===== config.mk =====
export PLATFORM = sky130hd
export DESIGN_NAME = mhpq_ctrl
export DESIGN_NICKNAME = d
export VERILOG_FILES = /design/src/design/mhpq_pkg.sv /design/src/design/mhpq_ctrl.sv
export SDC_FILE = /design/constraint.sdc
export NUM_CORES = 1
export LEC_CHECK = 0
export BUFFER_PORTS_ARGS = -buffer_cell sky130_fd_sc_hd__buf_4
export CORE_ASPECT_RATIO = 0.9
export CORE_MARGIN = 2
export CORE_UTILIZATION = 48
export DETAILED_ROUTE_END_ITERATION = 10
export GPL_TIMING_DRIVEN = 0
export PLACE_DENSITY_LB_ADDON = 0.12
export SLEW_MARGIN = 10
export SYNTH_ARGS = -nofsm -noshare
export SYNTH_HDL_FRONTEND = slang
export SYNTH_SLANG_ARGS = --single-unit

===== constraint.sdc =====
create_clock -name clk_i -period 2 [get_ports clk_i]
set_input_delay 0.1 -clock clk_i [delete_from_list [all_inputs] [get_ports clk_i]]
set_output_delay 0.1 -clock clk_i [all_outputs]
set_load 0.03 [all_outputs]

===== src/design/mhpq_pkg.sv =====
package mhpq_pkg;

  localparam int unsigned HeapDepthDefault = 64;

  localparam int unsigned KindW = 3;
  localparam int unsigned KeyW  = 16;
  localparam int unsigned PriW  = 16;
  localparam int unsigned StatW = 3;
  localparam int unsigned TotW  = 7;

  typedef enum logic [KindW-1:0] {
    KIND_PUSH   = 3'd0,
    KIND_POP    = 3'd1,
    KIND_REDUCE = 3'd2,
    KIND_LOOKUP = 3'd3,
    KIND_CLEAR  = 3'd4
  } kind_e;

  localparam logic [StatW-1:0] ST_OK       = 3'd0;
  localparam logic [StatW-1:0] ST_DUP      = 3'd1;
  localparam logic [StatW-1:0] ST_EMPTY    = 3'd2;
  localparam logic [StatW-1:0] ST_ABSENT   = 3'd3;
  localparam logic [StatW-1:0] ST_NOTLOWER = 3'd4;
  localparam logic [StatW-1:0] ST_FULL     = 3'd5;

  typedef enum logic [3:0] {
    S_IDLE,
    S_SCAN,
    S_SCAN_WAIT,
    S_DECIDE,
    S_UP_RD,
    S_UP_WAIT,
    S_UP_CMP,
    S_MOVE_RD,
    S_MOVE_WAIT,
    S_DN_RD,
    S_DN_WAIT,
    S_DN_CMP,
    S_TOP_RD,
    S_TOP_WAIT,
    S_OUT
  } state_e;

  typedef enum logic [3:0] {
    OP_NONE,
    OP_LATCH,
    OP_SCAN_START,
    OP_SCAN_STEP,
    OP_PUSH_WR,
    OP_POP_DEC,
    OP_REDUCE_WR,
    OP_LOOKUP_SET,
    OP_CLEAR,
    OP_UP_RD,
    OP_UP_SWAP,
    OP_MOVE_RD,
    OP_MOVE_WR,
    OP_DN_RD,
    OP_DN_SWAP,
    OP_TOP_RD
  } op_e;

  typedef struct packed {
    op_e              op;
    logic [StatW-1:0] status;
    logic             out_load;
  } cmd_t;

  typedef struct packed {
    kind_e            kind;
    logic             scan_done;
    logic             scan_hit;
    logic             full;
    logic             empty;
    logic             one_left;
    logic             not_lower;
    logic             up_stop;
    logic             dn_stop;
    logic             at_root;
    logic             at_leaf;
  } stat_t;

endpackage


===== src/design/mhpq_ctrl.sv =====
module mhpq_ctrl (
  input  logic           clk_i,
  input  logic           rst_ni,
  input  logic           in_valid_i,
  output logic           in_ready_o,
  input  logic           out_busy_i,
  input  mhpq_pkg::stat_t stat_i,
  output mhpq_pkg::cmd_t  cmd_o
);
  import mhpq_pkg::*;

  state_e state_q, state_d;

  always_ff @(posedge clk_i or negedge rst_ni) begin
    if (!rst_ni) state_q <= S_IDLE;
    else         state_q <= state_d;
  end

  always_comb begin
    state_d       = state_q;
    cmd_o.op      = OP_NONE;
    cmd_o.status  = ST_OK;
    cmd_o.out_load = 1'b0;
    in_ready_o    = 1'b0;
    unique case (state_q)
      S_IDLE: begin
        in_ready_o = 1'b1;
        if (in_valid_i) begin
          cmd_o.op = OP_LATCH;
          state_d  = S_SCAN;
        end
      end
      S_SCAN: begin
        cmd_o.op = OP_SCAN_START;
        state_d  = S_SCAN_WAIT;
      end
      S_SCAN_WAIT: begin
        // one memory read per live entry until a hit or the end
        if (stat_i.scan_done) state_d = S_DECIDE;
        else cmd_o.op = OP_SCAN_STEP;
      end
      S_DECIDE: begin
        state_d = S_TOP_RD;
        case (stat_i.kind)
          KIND_PUSH: begin
            if (stat_i.scan_hit) cmd_o.status = ST_DUP;
            else if (stat_i.full) cmd_o.status = ST_FULL;
            else begin
              cmd_o.op = OP_PUSH_WR;
              state_d  = S_UP_RD;
            end
          end
          KIND_POP: begin
            if (stat_i.empty) cmd_o.status = ST_EMPTY;
            else begin
              cmd_o.op = OP_POP_DEC;
              if (!stat_i.one_left) state_d = S_MOVE_RD;
            end
          end
          KIND_REDUCE: begin
            if (!stat_i.scan_hit) cmd_o.status = ST_ABSENT;
            else if (stat_i.not_lower) cmd_o.status = ST_NOTLOWER;
            else begin
              cmd_o.op = OP_REDUCE_WR;
              state_d  = S_UP_RD;
            end
          end
          KIND_LOOKUP: cmd_o.op = OP_LOOKUP_SET;
          KIND_CLEAR:  cmd_o.op = OP_CLEAR;
          default: ;
        endcase
      end
      S_UP_RD: begin
        if (stat_i.at_root) state_d = S_TOP_RD;
        else begin
          cmd_o.op = OP_UP_RD;
          state_d  = S_UP_WAIT;
        end
      end
      S_UP_WAIT: state_d = S_UP_CMP;
      S_UP_CMP: begin
        if (stat_i.up_stop) state_d = S_TOP_RD;
        else begin
          cmd_o.op = OP_UP_SWAP;
          state_d  = S_UP_RD;
        end
      end
      S_MOVE_RD: begin
        cmd_o.op = OP_MOVE_RD;
        state_d  = S_MOVE_WAIT;
      end
      S_MOVE_WAIT: begin
        cmd_o.op = OP_MOVE_WR;
        state_d  = S_DN_RD;
      end
      S_DN_RD: begin
        if (stat_i.at_leaf) state_d = S_TOP_RD;
        else begin
          cmd_o.op = OP_DN_RD;
          state_d  = S_DN_WAIT;
        end
      end
      S_DN_WAIT: state_d = S_DN_CMP;
      S_DN_CMP: begin
        if (stat_i.dn_stop) state_d = S_TOP_RD;
        else begin
          cmd_o.op = OP_DN_SWAP;
          state_d  = S_DN_RD;
        end
      end
      S_TOP_RD: begin
        cmd_o.op = OP_TOP_RD;
        state_d  = S_TOP_WAIT;
      end
      S_TOP_WAIT: state_d = S_OUT;
      S_OUT: begin
        if (!out_busy_i) begin
          cmd_o.out_load = 1'b1;
          state_d        = S_IDLE;
        end
      end
      default: state_d = S_IDLE;
    endcase
  end

endmodule


# After elaboration in Yosys (flattened, before gate mapping)
# Index checks and enable logic that the tools add are counted.
# totals
output_inout_bits,9
regBits,4
input_bits,17
# classes
muxes,38
eq_ne,21
n_reduce_logical,3
# op_table
cell,count
$mux 4,16
$pmux 4 s15,1
$pmux 4 s11,1
$mux 3,11
$eq 4x4->1 const B,7
$pmux 4 s5,1
$eq 4x3->1 const B,4
$pmux 4 s3,1
$pmux 3 s3,1
$eq 4x2->1 const B,2
$eq 3x2->1 const B,2
$ne 2x2->1 const B,3
$eq 4x1->1 const B,1
$logic_not 4->1,1
$mux 1,4
$mux 2,2
$eq 3x1->1 const B,1
$eq 3x3->1 const B,1
$logic_not 3->1,1
$reduce_and 3->1,1

# Logic depth before layout (Yosys ltp)
# depth
ltp_word,4
mapped_depth,6

# Least setup slack after synthesis
# No wires, ideal clock.
# synth_timing
kind,register to output
startpoint,register state_q[3]
endpoint,output cmd_o[1] in the netlist's numbering
path_slack_ps,215
path_stages_with_launch,5
t_arrival_ps,1685
path_cell_list,dfrtp_1 -> buf_6 -> and4bb_2 -> nand2b_4 -> a2111oi_2
# synth_lines
element,line_no,text
from (decl),mhpq_ctrl.sv:12,"state_e state_q, state_d;"
from (signal assigned),mhpq_ctrl.sv:16,else state_q <= state_d;
to (decl),mhpq_ctrl.sv:8,output mhpq_pkg::cmd_t cmd_o

==> results.md <==
Status:
- The run finished with clean final reports.

Clock tree:
- The buffer count from post-CTS setup fixing is 0.
- TritonCTS built the clock tree.
- The tree built by TritonCTS fans out to 4 sinks.
- The later pin in the worst-skew pair is clocked with a latency of 0.26 ns.
- The total number of H-tree levels is 1.
- Counting the buffers created by CTS gives 3.
- The cell at the root of the clock tree is sky130_fd_sc_hd__clkbuf_4.
- The clock passes through at most 2 buffers.
- Clock-pin slew was measured on the worst setup and hold paths at 0.03 ns.

Floorplanning:
- 26 I/O pins were placed.
- The die outline width is 44.7 um.
- Row generation in the floorplan step produced 13 rows.
- For this configuration, the core starts out at a cell density of 50.7%.
- The core region is 1420 sq um.
- The die covers 1820 sq um.
- The floorplan step set the die height to 40.7 um.

Global route:
- The first global-routing pass estimated 3070 um of wire.
- The number of global-route vias before repair is 728.
- The overall overflow remaining after global route is 0.
- The maximum number of pins on one net before global-route repair is 11.
- The initial antenna violation count was 0.
- For this run, the total global-route usage over all layers was measured as 23.6%.

Synth:
- The total standard cell area after synthesis is 717 sq um.
- The synthesized area per cell is 7.10 sq um.
- After synthesis, the share of flip-flops with an asynchronous set or reset is 100%.
- The synthesized design contains 4 register bits.
- Yosys mapped a number of flops with a built-in enable equal to 0.
- After technology mapping, the gate count stands at 101.
- The number of nets handed over by synthesis was 118.
- After synthesis, the netlist uses 41 different library cells.
- During synthesis, Yosys emitted a total of 0 warnings.
- The biggest area contributor in the post-synthesis netlist is sky130_fd_sc_hd__dfrtp_1.
- After synthesis, the largest area contributor takes up 14.0% of total cell area.
- The dominant synthesized flop cell is sky130_fd_sc_hd__dfrtp_1.
- In the post-synthesis netlist, the biggest area contributors are sky130_fd_sc_hd__dfrtp_1, sky130_fd_sc_hd__nor3_1, sky130_fd_sc_hd__o21ai_0.
- The sequential share of the synthesized area is 14.0%.

Route:
- The number of remaining DRC errors is 0.
- The overall via count from detail_route is 902.
- The detail route stage leaves a number of antenna-violating nets equal to 0.
- The detailed-router iteration count before antenna repair is 4.
- The wire length reported by the detailed router is 2070 um.
- The detailed-route wire length per cell is 14.4 um.
- The routed via count divided by cell count is 6.26.
- The detailed router finished its first iteration with 67 violations.

Pwr:
- The worst-case IR drop observed on VDD is 0.000896 V.
- Internal power comes to 629 uW.
- The analysis attributes to cell leakage a power of 0.405 nW.
- The switching part of the total power is 52.7%.
- The share of power burned in registers is 10.4%.
- The cell area power density is 1400 nW/um^2.
- The fraction of power consumed by combinational cells is 81.1%.
- Per report_power, the clock group accounts for 8.4% of the total.
- The switching power is 702 uW.

Layout:
- The net count of the finished layout is 148.
- Counting the fill cells in the layout gives 123.
- The largest registers in the layout are state_q (4).
- The repair_antennas step left the layout with diodes totalling 0.
- Measured on the finished design, the core utilization comes to 67.3%.
- Summing all flip-flop and latch instances after layout gives 100 sq um.
- The footprint of the multi-input gates is 534 sq um.
- The register with the most flip-flops in the layout has 4 of them.
- The register with the most flip-flops is state_q.
- The synthesis-to-layout area growth is 32.8%.
- The post-route netlist has 29.5% of its cells at a drive strength greater than 1.

Timing:
- At the pin with the least slew margin, the transition time is 0.414 ns.
- The worst slew margin relative to its limit is 72.4%.
- Across the routed clock network, the largest skew measured is 0.0130 ns.
- The clock period minus final worst setup slack is 1.94 ns.
- Setup repair after global routing left no endpoint under its margin.
- The number of setup violations in the final report is 0.
- The final number of max-transition violations is 0.
- The share of the clock period used by the worst path is 97.2%.
- The final count of hold timing violations is 0.
- Static timing analysis puts the maximum clock frequency at 515 MHz.
- The sum of negative setup slack is 0 ns.

Hold path:
- The worst hold path belongs to the class primary input to flop.

Job:
- The number of max-cap violations is 0.

Setup path:
- The critical path required time is 1.90 ns.
- The biggest fanout along the worst timing path is 8.
- The worst setup path is of the flop to output port kind.
- The endpoint kind of the worst setup timing path is an output port.
- The worst setup path is launched from a flop.
- At the worst endpoint, the arrival time is 1.84 ns.

Place:
- Port buffering added 24 buffers.
- Routability-driven placement finished with a final weighted congestion of 0.832.
- The post-DP HPWL is 1510 um.
cell usage in the layout (no fill, tap or decap), types with 4 or more instances in the layout:
| cell | n |
|---|---|
| sky130_fd_sc_hd__buf_4 | 24 |
| sky130_fd_sc_hd__nor3_1 | 8 |
| sky130_fd_sc_hd__nand2_1 | 5 |
| sky130_fd_sc_hd__o21ai_0 | 7 |
| sky130_fd_sc_hd__a21oi_1 | 4 |
| sky130_fd_sc_hd__clkbuf_1 | 6 |
| sky130_fd_sc_hd__nor2_1 | 7 |
| sky130_fd_sc_hd__nand2b_1 | 4 |
| sky130_fd_sc_hd__dfrtp_1 | 4 |
| sky130_fd_sc_hd__inv_1 | 5 |
worst max-delay path, cell delays in order (launching register included):
cell	delay, ns
sky130_fd_sc_hd__dfrtp_1	0.36
sky130_fd_sc_hd__buf_6	0.13
sky130_fd_sc_hd__and4bb_4	0.37
sky130_fd_sc_hd__nand2b_4	0.09
sky130_fd_sc_hd__or3b_1	0.38
sky130_fd_sc_hd__o211ai_2	0.08
sky130_fd_sc_hd__buf_4	0.18
routing by layer:
layer / up-vias / track usage (%) / part of all wire, %
met5: - / 0 / 0
met4: 0 / 14.4 / 2.8
met3: 6 / 2.64 / 7.8
met2: 51 / 39.9 / 46
met1: 408 / 29.4 / 44
li1: 437 / - / -
timing repair:
| action | 4_1_cts | 5_1_grt |
|---|---|---|
| gates resized for setup | 0 | 1 |
| setup endpoints to repair | 0 | 1 |
| hold buffers | 1 | 0 |
| hold endpoints to repair | 4 | 0 |
final timing paths:
check / startpoint / to / slack (ns) / cells after the start
max in group asynchronous: rst_ni / state_q[3] / 1.70 / 2
min in group asynchronous: rst_ni / state_q[0] / 0.19 / 2
max reg2reg: state_q[0] / state_q[1] / 0.51 / 4
min: out_busy_i / state_q[3] / 0.13 / 2
max: state_q[3] / cmd_o[4] / 0.06 / 6
min reg2reg: state_q[3] / state_q[0] / 0.72 / 3
power groups by stage:
stage / logic (mW) / clock network, mW / registers, mW
floorplan: 0.785 / 0 / 0.136
global placement: 1.04 / 0 / 0.138
detailed placement: 1.06 / 0 / 0.139
CTS: 1.06 / 0.110 / 0.138
global route: 1.15 / 0.115 / 0.143
finish: 1.08 / 0.112 / 0.139
cells in the mapped netlist (2+ instances only):
cell and n:
sky130_fd_sc_hd__a21oi_1 4, sky130_fd_sc_hd__a221o_1 2, sky130_fd_sc_hd__a22oi_1 2, sky130_fd_sc_hd__a31oi_1 3
sky130_fd_sc_hd__a32oi_1 2, sky130_fd_sc_hd__buf_2 3, sky130_fd_sc_hd__buf_6 2, sky130_fd_sc_hd__clkbuf_1 6
sky130_fd_sc_hd__dfrtp_1 4, sky130_fd_sc_hd__inv_1 5, sky130_fd_sc_hd__mux2i_1 3, sky130_fd_sc_hd__nand2_1 5
sky130_fd_sc_hd__nand2b_1 4, sky130_fd_sc_hd__nand4b_1 2, sky130_fd_sc_hd__nor2_1 7, sky130_fd_sc_hd__nor2b_1 2
sky130_fd_sc_hd__nor3_1 8, sky130_fd_sc_hd__nor4_1 3, sky130_fd_sc_hd__o21ai_0 7, sky130_fd_sc_hd__o21ai_1 3
sky130_fd_sc_hd__o221ai_1 2, sky130_fd_sc_hd__o22a_1 2, sky130_fd_sc_hd__o2bb2ai_1 2
area by class of cell:
class,count,share of cell area [%]
tap,15,1.97
multi-input combinational,79,56.1
timing repair buffer,25,20.0
buffer,12,6.70
clock buffer,3,2.37
inverter,6,2.37
sequential,4,10.5
cells by family after synthesis:
kind of cell,count (synthesis),synth area share [%]
mux,4,5.76
simple gates,39,31.8
compound gates,36,36.5
flops,4,14.0
buf+inv,18,12.0
per-stage QoR:
stage          worst slack, ns  hold slack (ns)  power, mW  instances  cell area, sq um
2_1_floorplan            0.215           -0.196      0.922        101               717
3_3_place_gp             0.317           -0.105       1.18        140               916
3_5_place_dp             0.313           -0.104       1.19        140               916
4_1_cts                 0.0526            0.128       1.31        144               948
5_1_grt                0.00244            0.135       1.41        144               952
6_report                0.0568            0.126       1.33        144               952
Note: power is estimated with default switching activity, not from simulation.
